--- config.mk ---
export PLATFORM = sky130hd
export DESIGN_NAME = rsmw_judge
export DESIGN_NICKNAME = d
export VERILOG_FILES = /design/src/hdl/rsmw_pkg.sv /design/src/hdl/rsmw_judge.sv
export SDC_FILE = /design/constraint.sdc
export NUM_CORES = 1
export LEC_CHECK = 0
export BUFFER_PORTS_ARGS = -buffer_cell sky130_fd_sc_hd__buf_2
export CELL_PAD_IN_SITES_DETAIL_PLACEMENT = 0
export CELL_PAD_IN_SITES_GLOBAL_PLACEMENT = 1
export CORE_ASPECT_RATIO = 0.7
export CORE_UTILIZATION = 33
export DETAILED_ROUTE_END_ITERATION = 7
export GPL_ROUTABILITY_DRIVEN = 1
export PLACE_DENSITY_LB_ADDON = 0.2
export RECOVER_POWER = 50
export SYNTH_ARGS = -nofsm -noshare
export SYNTH_HDL_FRONTEND = slang
export SYNTH_SLANG_ARGS = --single-unit
--- constraint.sdc ---
create_clock -name vclk -period 5.5
set_input_delay 0.275 -clock vclk [all_inputs]
set_output_delay 0.275 -clock vclk [all_outputs]
set_load 0.01 [all_outputs]
--- src/hdl/rsmw_pkg.sv ---
// Shared types and constants for the ridge single-maximum window block.
`default_nettype none
package rsmw_pkg;

    localparam int MAX_WIDTH    = 1024;
    localparam int MODULUS_BITS = 16;
    localparam int MAX_HEIGHT   = 1024;
    localparam int MIN_DIM      = 3;

    localparam int COL_BITS     = $clog2(MAX_WIDTH);
    localparam int ROW_BITS     = $clog2(MAX_HEIGHT + 1);
    localparam int CELL_BITS    = MODULUS_BITS + 1;

    // fixed field widths of the port words
    localparam int IN_MOD_BITS   = 16;
    localparam int CX_BITS       = 10;
    localparam int CY_BITS       = 10;
    localparam int CFG_IDX_BITS  = 4;
    localparam int CFG_DATA_BITS = 11;

    localparam logic [CFG_DATA_BITS-1:0] RESET_WIDTH  = CFG_DATA_BITS'(256);
    localparam logic [CFG_DATA_BITS-1:0] RESET_HEIGHT = CFG_DATA_BITS'(256);

    localparam logic [CFG_IDX_BITS-1:0] REG_IMAGE_WIDTH  = CFG_IDX_BITS'(0);
    localparam logic [CFG_IDX_BITS-1:0] REG_IMAGE_HEIGHT = CFG_IDX_BITS'(1);

    localparam logic CMD_POINT = 1'b0;
    localparam logic CMD_DRAIN = 1'b1;

    // clockwise neighbor walk
    localparam int RING_SIZE    = 8;
    localparam int RING_TL      = 0;
    localparam int RING_T       = 1;
    localparam int RING_TR      = 2;
    localparam int RING_R       = 3;
    localparam int RING_BR      = 4;
    localparam int RING_B       = 5;
    localparam int RING_BL      = 6;
    localparam int RING_L       = 7;
    localparam int TRANS_TARGET = 2;

    typedef struct packed {
        logic                    present;
        logic [MODULUS_BITS-1:0] modulus;
    } t_cell;

    typedef struct packed {
        logic                   command;
        logic                   point_present;
        logic [IN_MOD_BITS-1:0] point_modulus;
    } t_in_word;

    typedef struct packed {
        logic [CX_BITS-1:0] center_x;
        logic [CY_BITS-1:0] center_y;
        logic               center_present;
        logic               is_single_max;
        logic               last_of_run;
        logic               last_of_frame;
    } t_out_word;

    typedef struct packed {
        t_cell                         center;
        t_cell [RING_SIZE-1:0]         ring;
        logic  [RING_SIZE-1:0]         in_frame;
    } t_nbhd;

    // per-item control carried down the pipeline
    typedef struct packed {
        logic [COL_BITS-1:0] col;
        logic [ROW_BITS-1:0] cy;
        logic                emit1;
        logic                emit2;
        logic                top_in;
        logic                bot_in;
        logic                left_in;
        logic                last_row;
    } t_ctl;

    typedef struct packed {
        t_cell cur;
        logic  up_ok;
        logic  mid_ok;
        t_ctl  ctl;
    } t_s1;

endpackage
`default_nettype wire

--- src/hdl/rsmw_judge.sv ---
// Transition count and modulus test on one 3x3 neighborhood.
`default_nettype none
module rsmw_judge (
    input  wire rsmw_pkg::t_nbhd i_nbhd,
    output logic                 o_sole_peak
);
    import rsmw_pkg::*;

    logic [RING_SIZE-1:0] pres;
    logic [RING_SIZE-1:0] trans;
    logic [RING_SIZE-1:0] larger;

    always_comb begin
        for (int i = 0; i < RING_SIZE; i++) begin
            pres[i] = i_nbhd.in_frame[i] & i_nbhd.ring[i].present;
        end
        for (int i = 0; i < RING_SIZE; i++) begin
            // present followed by absent, wrapping back to the first
            trans[i]  = pres[i] & ~pres[(i + 1) % RING_SIZE];
            larger[i] = pres[i] & (i_nbhd.center.modulus < i_nbhd.ring[i].modulus);
        end
        o_sole_peak = i_nbhd.center.present && ($countones(trans) == TRANS_TARGET)
                      && (larger == '0);
    end

endmodule
`default_nettype wire

# Word level (Yosys, flattened, before mapping)
# Index checks and enable logic that the tools add are counted.
# Widths: inputs -> output; s select.
classes:
  addsub: 7
  magnitude_cmp: 8
  eq_ne: 1
  bitwise: 32
  reduce_logical: 3
op_table:
  columns: ["cell", "n"]
  rows:
  - ["$lt 16x16->1", 8]
  - ["$and 1x1->1", 24]
  - ["$add 1x1->2", 4]
  - ["$logic_not 8->1", 1]
  - ["$not 1->1", 8]
  - ["$add 2x2->3", 2]
  - ["$add 3x3->4", 1]
  - ["$eq 4x2->1 const B", 1]
  - ["$logic_and 1x1->1", 2]
totals:
  register_bits: 0
  output_inout_bits: 1

# Depth between registers and ports, before layout
# Gate-level depths: netlist (run 1).
depth:
  depth_word: 9
  mapped_depth: 15

# Worst setup path after synthesis (run 1)
# No wires, ideal clock.
synth_path:
  path_kind: "input -> output"
  start: "input port i_nbhd[1] in the netlist's numbering"
  end: "output port o_sole_peak"
  t_arrival_ns: 3.874
  required_ns: 5.225
  setup_slack_ns: 1.351
  cell_stages: 15
  path_cell_list: "nand2_1 nor2_1 a21oi_1 ha_1 inv_1 fa_1 inv_1 fa_1 ha_1 fa_1 or2_1 a2111oi_2 o2111ai_1 or4_1 nor4_2"
synth_via:
  elab_chain_cells: 9
  word_cells_on_any_way: 12
synth_lines:
  columns: ["element", "line_no", "rtl"]
  rows:
  - ["from (decl)", "rsmw_judge.sv:4", "input wire rsmw_pkg::t_nbhd i_nbhd,"]
  - ["$and 1x1->1 *", "rsmw_judge.sv:15", "pres[i] = i_nbhd.in_frame[i] & i_nbhd.ring[i].present;"]
  - ["$not 1->1", "rsmw_judge.sv:19", "trans[i] = pres[i] & ~pres[(i + 1) % RING_SIZE];"]
  - ["$and 1x1->1", "rsmw_judge.sv:19", null]
  - ["$add 1x1->2 (implied by the code)", "rsmw_judge.sv:22", "o_sole_peak = i_nbhd.center.present && ($countones(trans) == TRANS_TARGET)"]
  - ["$add 2x2->3 (implied by the code)", "rsmw_judge.sv:22", null]
  - ["$add 3x3->4 (implied by the code)", "rsmw_judge.sv:22", null]
  - ["$eq 4x2->1", "rsmw_judge.sv:22", null]
  - ["$logic_and 1x1->1", "rsmw_judge.sv:22", null]
  - ["$logic_and 1x1->1 *", "rsmw_judge.sv:23", "&& (larger == '0);"]
  - ["to (decl)", "rsmw_judge.sv:5", "output logic o_sole_peak"]
# Every way passes the cells marked *; elsewhere a longest branch is shown, timed or not.

# Worst setup path in the final report (run 1)
# Same ends and word-level chain as after synthesis.

==> results of run 1 <==
[synthesized netlist by cell type (all sizes together) (2+ instances only)]
cell     count
and3         2
fa           3
a2bb2oi      2
nand2b       8
a2111oi      6
nand4       13
nor2        13
inv        126
nand3       11
a21o        25
a21oi       36
ha         124
nor3         2
o21a         2
nand2       20
a211o        3
o21ai       10
o2111ai      7
or2          2
a211oi      10
o21bai       2
[area by class of cell]
type,instances,area share [%]
inverter,126,11.3
tap,124,3.69
timing repair buffer,162,19.3
multi-input combinational,314,65.8
[stage by stage]
step | instance area (um^2) | hold WS [ns] | utilization [%] | cells
after floorplan | 3250 | 0.887 | - | 441
after global placement | 4210 | 1.18 | 45.3 | 726
after detailed placement | 4210 | 1.20 | 45.3 | 726
after CTS | 4210 | 1.20 | 45.3 | 726
after global routing | 4200 | 1.27 | 45.2 | 726
final | 4200 | 1.20 | 45.2 | 726
[power breakdown]
group	total (mW)	internal (mW)	switching, mW	leakage, nW
clock network	0	0	0	0
registers	0	0	0	0
logic	0.285	0.137	0.148	2.76
[final timing paths]
kind | from | end
max | i_nbhd[1] | o_sole_peak
min | i_nbhd[160] | o_sole_peak
[layer usage]
layer / vias to the layer above / routed length [um]
met4: 0 / 26
li1: 1872 / -
met1: 1538 / 5220
met5: - / 0
met2: 84 / 4250
met3: 2 / 396
[worst min-delay path: cells and delay by family]
kind / cells / cell delay, ns
buf+inv: 2 / 0.24
simple gates: 3 / 0.23
compound gates: 2 / 0.18
[cell families after synthesis]
| kind of cell | count (synthesis) |
|---|---|
| AND/OR/NAND/NOR | 74 |
| AO/OA/AOI/OAI | 113 |
| adder cells (fa/ha/maj) | 127 |
| buffers and inverters | 127 |
==> flow_summary.json, run 1 <==
{
  "antenna_found_initial": 0,
  "antenna_cells": 0,
  "row_count": 29,
  "grt_start_max_net_pins": 9,
  "startpoint_type": "input port",
  "avgSynthCellArea_um2": 7.36,
  "regArea_um2": 0,
  "cp.required_ns": 5.22,
  "final_common_cell": "buf_2",
  "multi_input_comb_area_um2": 2760,
  "whs_path_depth": 7,
  "globalRouteTotalUtil_pct": 19.2,
  "port_buffers": 162,
  "hp-class": "input port to output port",
  "final_max_slew_viol_count": 0,
  "cap_violations": 0,
  "synthMuxAreaShare_pct": 0,
  "tns_ns": 0,
  "met1_usage_pct": 28.2,
  "die_h_um": 85.0,
  "p_leak_nw": 2.76,
  "drive_gt1_share_pct": 27.4,
  "outcome": "complete, no violations",
  "ant_nets": 0,
  "syn_to_final_growth_pct": 29.5,
  "setup_viol": 0,
  "synth-xor-area-share_pct": 0,
  "synthSimpleGateAreaFrac_pct": 11.5,
  "worst_path_most_repeated_cell": "fa_1",
  "core_um2": 9290,
  "synth_top_family_by_area": "adder cells",
  "path_cells": "buf_2, nand2_1, nor2_1, a21oi_1, ha_1, inv_1, fa_1, inv_1, fa_1, ha_1, fa_1, or2_1, a2111oi_0, o2111ai_1, or4_1, nor4_2, buf_2",
  "cp_top_family": "adder cells",
  "io_pins": 162,
  "synth-adder-area-share_pct": 49.7,
  "cts_resized": 0,
  "grt_pass1_vias": 3510,
  "drc": 0,
  "synth_area_um2": 3250,
  "grtUsageMet3_pct": 1.01,
  "n_clock_buffer": 0,
  "dr_total_vias": 3496,
  "path_depth": 17,
  "synth_area_leaders": "ha_1, inv_1, a21o_1",
  "synth_top_area_cell": "ha_1",
  "crit_slowest_cell": "fa_1",
  "wl_um": 9890,
  "via_per_inst": 4.82,
  "fmax_mhz": 211,
  "post_cts_buffers": 0,
  "p_per_area_nw_per_um2": 67.7,
  "seq_cells": 0,
  "fin_nets": 892,
  "synth_compound_area_share_pct": 24.1,
  "dpl_worst_slack_ns": 0.906,
  "finalHoldViolCount": 0,
  "synth_cell_types": 38,
  "rsz0062_at_grt": "false",
  "syn_nets": 729,
  "period_share_pct": 86.3,
  "top_usage_layer": "met2",
  "hold_buffers": 0,
  "worstSetupPathType": "input port to output port",
  "cpPeakStageDelay_ns": 0.53,
  "wire_per_inst_um": 13.6,
  "initial_core_util_pct": 34.9,
  "p_total_mw": 0.285,
  "die_w_um": 121,
  "yosys_warnings": 0,
  "gp_congestion": 0.845,
  "dieArea_um2": 10200,
  "synth_top_area_share_pct": 47.8,
  "drt_iter0_drc": 94,
  "mostFrequentLayoutCells": "buf_2, inv_1, ha_1",
  "n_fill_cell": 1010,
  "synth-seq-area-share_pct": 0,
  "path_buf_inv": 4,
  "slew_headroom_pct": 49.1,
  "grt_util_met2_pct": 32.2,
  "setup_ws_ns": 0.756,
  "min_period_ns": 4.74,
  "tightest_slew_ns": 0.745,
  "grt_remaining_overflow": 0,
  "post-dp-hpwl_um": 9180,
  "arrival_ns": 4.47,
  "grt_pass1_wl_um": 16000,
  "critPathMaxFanout": 3,
  "synthCells": 441,
  "drt_pass1_iterations": 4,
  "peakVddDrop_mv": 0.0278,
  "critPathCaptureType": "output port"
}
Note: power is estimated with default switching activity, not from simulation.
==> inputs of run 2 (changes only) <==
--- a/config.mk
+++ b/config.mk
@@ -5,11 +5,12 @@
 export SDC_FILE = /design/constraint.sdc
 export NUM_CORES = 1
 export LEC_CHECK = 0
+export ABC_AREA = 1
 export BUFFER_PORTS_ARGS = -buffer_cell sky130_fd_sc_hd__buf_2
 export CELL_PAD_IN_SITES_DETAIL_PLACEMENT = 0
 export CELL_PAD_IN_SITES_GLOBAL_PLACEMENT = 1
 export CORE_ASPECT_RATIO = 0.7
-export CORE_UTILIZATION = 33
+export CORE_UTILIZATION = 32
 export DETAILED_ROUTE_END_ITERATION = 7
 export GPL_ROUTABILITY_DRIVEN = 1
 export PLACE_DENSITY_LB_ADDON = 0.2
==> flow_summary.json, run 2 <==
{
  "critPathCaptureType": "output port",
  "synth_top_area_share_pct": 45.3,
  "crit_end": "o_sole_peak",
  "synth_common_cells": "inv_1, nand2_1, ha_1",
  "violations": "design-rule violations",
  "synth_area_leaders": "ha_1, inv_1, nand2_1",
  "min_period_ns": 3.74,
  "grt_pass1_wl_um": 15300,
  "ant_nets": 0,
  "synth-seq-area-share_pct": 0,
  "drive_gt1_share_pct": 24.0,
  "initial_core_util_pct": 33.0,
  "grt_remaining_overflow": 0,
  "post-dp-hpwl_um": 8620,
  "worstSetupPathType": "input port to output port",
  "final_max_slew_viol_count": 0,
  "path_depth": 19,
  "crit_start": "i_nbhd[1]",
  "via_per_inst": 4.40,
  "post_cts_buffers": 0,
  "regArea_um2": 0,
  "cpPeakStageDelay_ns": 0.53,
  "die_h_um": 88.5,
  "multi_input_comb_area_um2": 2830,
  "tightest_slew_ns": 0.232,
  "antenna_found_initial": 0,
  "fmax_mhz": 267,
  "path_buf_inv": 5,
  "pwr-share-clk_pct": 0,
  "cp_top_family": "adder cells",
  "grt_pass1_vias": 3536,
  "core_um2": 10400,
  "crit_slowest_cell": "fa_1",
  "path_cells": "buf_2, nand2_1, nor2_1, a21oi_1, ha_1, inv_1, fa_1, inv_1, fa_1, ha_1, fa_1, o21ai_0, nand4_1, inv_1, nand2_1, nor2_1, nand2_1, nor2_2, clkbuf_1",
  "p_sw_share_pct": 54.4,
  "dieArea_um2": 11100,
  "drt_pass1_iterations": 7,
  "syn_nets": 849,
  "critPathMaxFanout": 3,
  "cap_violations": 0,
  "wire_per_inst_um": 10.8,
  "dr_total_vias": 3755,
  "synth_top_area_cell": "ha_1",
  "startpoint_type": "input port",
  "setup_viol": 0,
  "n_fill_cell": 1127,
  "p_int_mw": 0.132,
  "synthCells": 561,
  "mostFrequentLayoutCells": "buf_2, inv_1, nand2_1",
  "p_leak_nw": 2.96,
  "syn_to_final_growth_pct": 28.4,
  "arrival_ns": 3.46,
  "port_buffers": 162,
  "avgSynthCellArea_um2": 6.10,
  "cp.required_ns": 5.22,
  "hp-class": "input port to output port",
  "fin_nets": 1012,
  "drc": 8,
  "slew_headroom_pct": 84.4,
  "synth_area_um2": 3420,
  "n_clock_buffer": 0,
  "io_pins": 162,
  "seqPwrFrac_pct": 0,
  "yosys_warnings": 0,
  "hold_buffers": 0,
  "comb_power_share_pct": 100.0,
  "final_common_cell": "buf_2",
  "p_sw_mw": 0.158,
  "tns_ns": 0,
  "seq_cells": 0,
  "rsz0062_at_grt": "false",
  "p_per_area_nw_per_um2": 66.2,
  "setup_ws_ns": 1.76,
  "gp_congestion": 0.782,
  "synth_most_common_cell": "inv_1",
  "cts_resized": 0,
  "die_w_um": 126,
  "wl_um": 9220,
  "finalHoldViolCount": 0,
  "peakVddDrop_mv": 0.0320,
  "row_count": 31,
  "synth_cell_types": 19,
  "period_share_pct": 68.0,
  "grt_start_max_net_pins": 9,
  "antenna_cells": 0,
  "dpl_worst_slack_ns": 1.79,
  "outcome": "finished, violations left",
  "drt_iter0_drc": 63,
  "globalRouteTotalUtil_pct": 16.6
}
run 2: worst min path at each step:
stage / from / slack (ns) / cells past startpoint / endpoint
2_1_floorplan: i_nbhd[160] / 0.83 / 6 / o_sole_peak
3_3_place_gp: i_nbhd[160] / 1.10 / 8 / o_sole_peak
3_5_place_dp: i_nbhd[160] / 1.10 / 8 / o_sole_peak
4_1_cts: i_nbhd[160] / 1.10 / 8 / o_sole_peak
5_1_grt: i_nbhd[160] / 1.13 / 8 / o_sole_peak
6_report: i_nbhd[160] / 1.08 / 8 / o_sole_peak
run 2: cell families after synthesis:
family / share of synthesized area, %
AND/OR/NAND/NOR: 25.9
buffers and inverters: 17.4
adder cells (fa/ha/maj): 47.1
AO/OA/AOI/OAI: 9.62
run 2: tightest hold or removal path, delay by kind of cell:
family | cells | cell delay (ns)
AND/OR/NAND/NOR | 5 | 0.27
buffers and inverters | 3 | 0.25
run 2: routing by layer:
layer	wire length, um	track usage [%]
met1	4990	23.8
met2	3940	29.3
met3	298	0.484
met4	0	0
met5	0	0
run 2: metrics by stage:
stage,std cells,cell area (um^2),util [%],hold slack (ns),total power [mW]
floorplan,561,3420,-,0.827,0.177
global placement,854,4390,42.4,1.10,0.281
detailed placement,854,4390,42.4,1.10,0.294
CTS,854,4390,42.4,1.10,0.297
global route,854,4390,42.4,1.13,0.346
finish,854,4390,42.4,1.08,0.291
run 2: power by group through the flow:
| stage | logic (mW) | clock network, mW | registers [mW] |
|---|---|---|---|
| 5_1_grt | 0.346 | 0 | 0 |
| 4_1_cts | 0.297 | 0 | 0 |
| 2_1_floorplan | 0.177 | 0 | 0 |
| 3_3_place_gp | 0.281 | 0 | 0 |
| 6_report | 0.291 | 0 | 0 |
| 3_5_place_dp | 0.294 | 0 | 0 |
run 2: area by class of cell:
type	instances	area share, %
inverters	158	13.5
multi-input cells	402	64.3
well taps	132	3.76
repair buffers	162	18.4
==> inputs of run 3 (changes only) <==
==> constraint.sdc (replaced) <==
create_clock -name vclk -period 3.75
set_input_delay 0.1875 -clock vclk [all_inputs]
set_output_delay 0.1875 -clock vclk [all_outputs]
set_load 0.01 [all_outputs]
==> flow_summary.json, run 3 (synthesis results as in run 2) <==
{
  "outcome": "finished, violations left",
  "violations": "design-rule violations",
  "core_um2": 10400,
  "die_w_um": 126,
  "critPathMaxFanout": 3,
  "drt_pass1_iterations": 8,
  "cap_violations": 0,
  "final_max_slew_viol_count": 0,
  "finalHoldWorstSlack_ns": 0.907,
  "cts_resized": 0,
  "slew_headroom_pct": 83.7,
  "wl_um": 9360,
  "dr_total_vias": 3819,
  "drive_gt1_share_pct": 24.1,
  "grt_start_max_net_pins": 9,
  "seqPwrFrac_pct": 0,
  "final_area_um2": 4390,
  "drc": 8,
  "via_per_inst": 4.47,
  "startpoint_type": "input port",
  "io_pins": 162,
  "initial_core_util_pct": 33.0,
  "port_buffers": 162,
  "p_sw_mw": 0.233,
  "tns_ns": 0,
  "fmax_mhz": 285,
  "critPathCaptureType": "output port",
  "die_h_um": 88.5,
  "grt_pass1_vias": 3567,
  "fin_nets": 1012,
  "regArea_um2": 0,
  "comb_power_share_pct": 100.0,
  "hold_end": "o_sole_peak",
  "min_from": "i_nbhd[160]",
  "syn_to_final_growth_pct": 28.4,
  "p_leak_nw": 2.96,
  "dieArea_um2": 11100,
  "arrival_ns": 3.33,
  "tightest_slew_ns": 0.242,
  "pwr-share-clk_pct": 0,
  "cp.required_ns": 3.56,
  "ant_nets": 0,
  "globalRouteTotalUtil_pct": 16.9,
  "n_fill_cell": 1115,
  "grt_pass1_wl_um": 15500,
  "hp-class": "input port to output port",
  "whs_path_depth": 8,
  "p_int_mw": 0.195,
  "grt_remaining_overflow": 0,
  "min_period_ns": 3.51,
  "worstSetupPathType": "input port to output port",
  "p_per_area_nw_per_um2": 97.3,
  "post_cts_buffers": 0,
  "row_count": 31,
  "peakVddDrop_mv": 0.0526,
  "seq_cells": 0,
  "mostFrequentLayoutCells": "buf_2, inv_1, nand2_1",
  "gp_congestion": 0.781,
  "final_common_cell": "buf_2",
  "setup_viol": 0,
  "drt_iter0_drc": 56,
  "antenna_cells": 0,
  "finalHoldViolCount": 0,
  "rsz0062_at_grt": "false",
  "p_sw_share_pct": 54.5,
  "period_share_pct": 93.7,
  "antenna_found_initial": 0,
  "n_clock_buffer": 0,
  "post-dp-hpwl_um": 8760,
  "placed_cell_area_um2": 4390,
  "hold_buffers": 0,
  "wire_per_inst_um": 11.0
}
## run 3: worst max-delay path by stage
stage	slack [ns]	depth (start not counted)	from	end
after floorplan	0.65	17	i_nbhd[1]	o_sole_peak
after global placement	0.29	19	i_nbhd[1]	o_sole_peak
after detailed placement	0.24	19	i_nbhd[1]	o_sole_peak
after CTS	0.23	19	i_nbhd[1]	o_sole_peak
after global routing	0.02	19	i_nbhd[1]	o_sole_peak
final	0.24	19	i_nbhd[1]	o_sole_peak
## run 3: critical path: stages
cell      delay, ns
buf_2          0.07
nand2_1        0.09
nor2_1         0.12
a21oi_1        0.06
ha_1           0.28
inv_1          0.05
fa_1           0.53
inv_1          0.06
fa_1           0.48
ha_1           0.24
fa_1           0.40
o21ai_0        0.15
nand4_1        0.09
inv_1          0.06
nand2_1        0.04
nor2_1         0.09
nand2_1        0.07
nor2_2         0.10
clkbuf_2       0.14
## run 3: per-stage QoR
| step | worst slack, ns | instances | power (mW) | util [%] |
|---|---|---|---|---|
| finish | 0.235 | 854 | 0.428 | 42.4 |
| global placement | 0.287 | 854 | 0.413 | 42.4 |
| detailed placement | 0.239 | 854 | 0.433 | 42.4 |
| floorplan | 0.649 | 561 | 0.259 | - |
| CTS | 0.229 | 854 | 0.437 | 42.4 |
| global route | 0.0232 | 854 | 0.509 | 42.4 |
## run 3: layer usage
metal	global-route usage, %	up-vias	wire [um]
li1	-	2102	-
met1	23.9	1638	4980
met2	30.1	79	4050
met3	0.665	0	329
met4	0.111	0	0
met5	0	-	0
## run 3: final cells by class
| class | instances | area [um^2] | area share, % |
|---|---|---|---|
| Multi-Input combinational cell | 402 | 2830 | 64.3 |
| Inverter | 158 | 593 | 13.5 |
| Tap cell | 132 | 165 | 3.76 |
| Timing Repair Buffer | 162 | 811 | 18.5 |
## run 3: power groups by stage
stage	registers [mW]	clock network (mW)	logic [mW]
6_report	0	0	0.428
5_1_grt	0	0	0.509
4_1_cts	0	0	0.437
3_5_place_dp	0	0	0.433
3_3_place_gp	0	0	0.413
2_1_floorplan	0	0	0.259
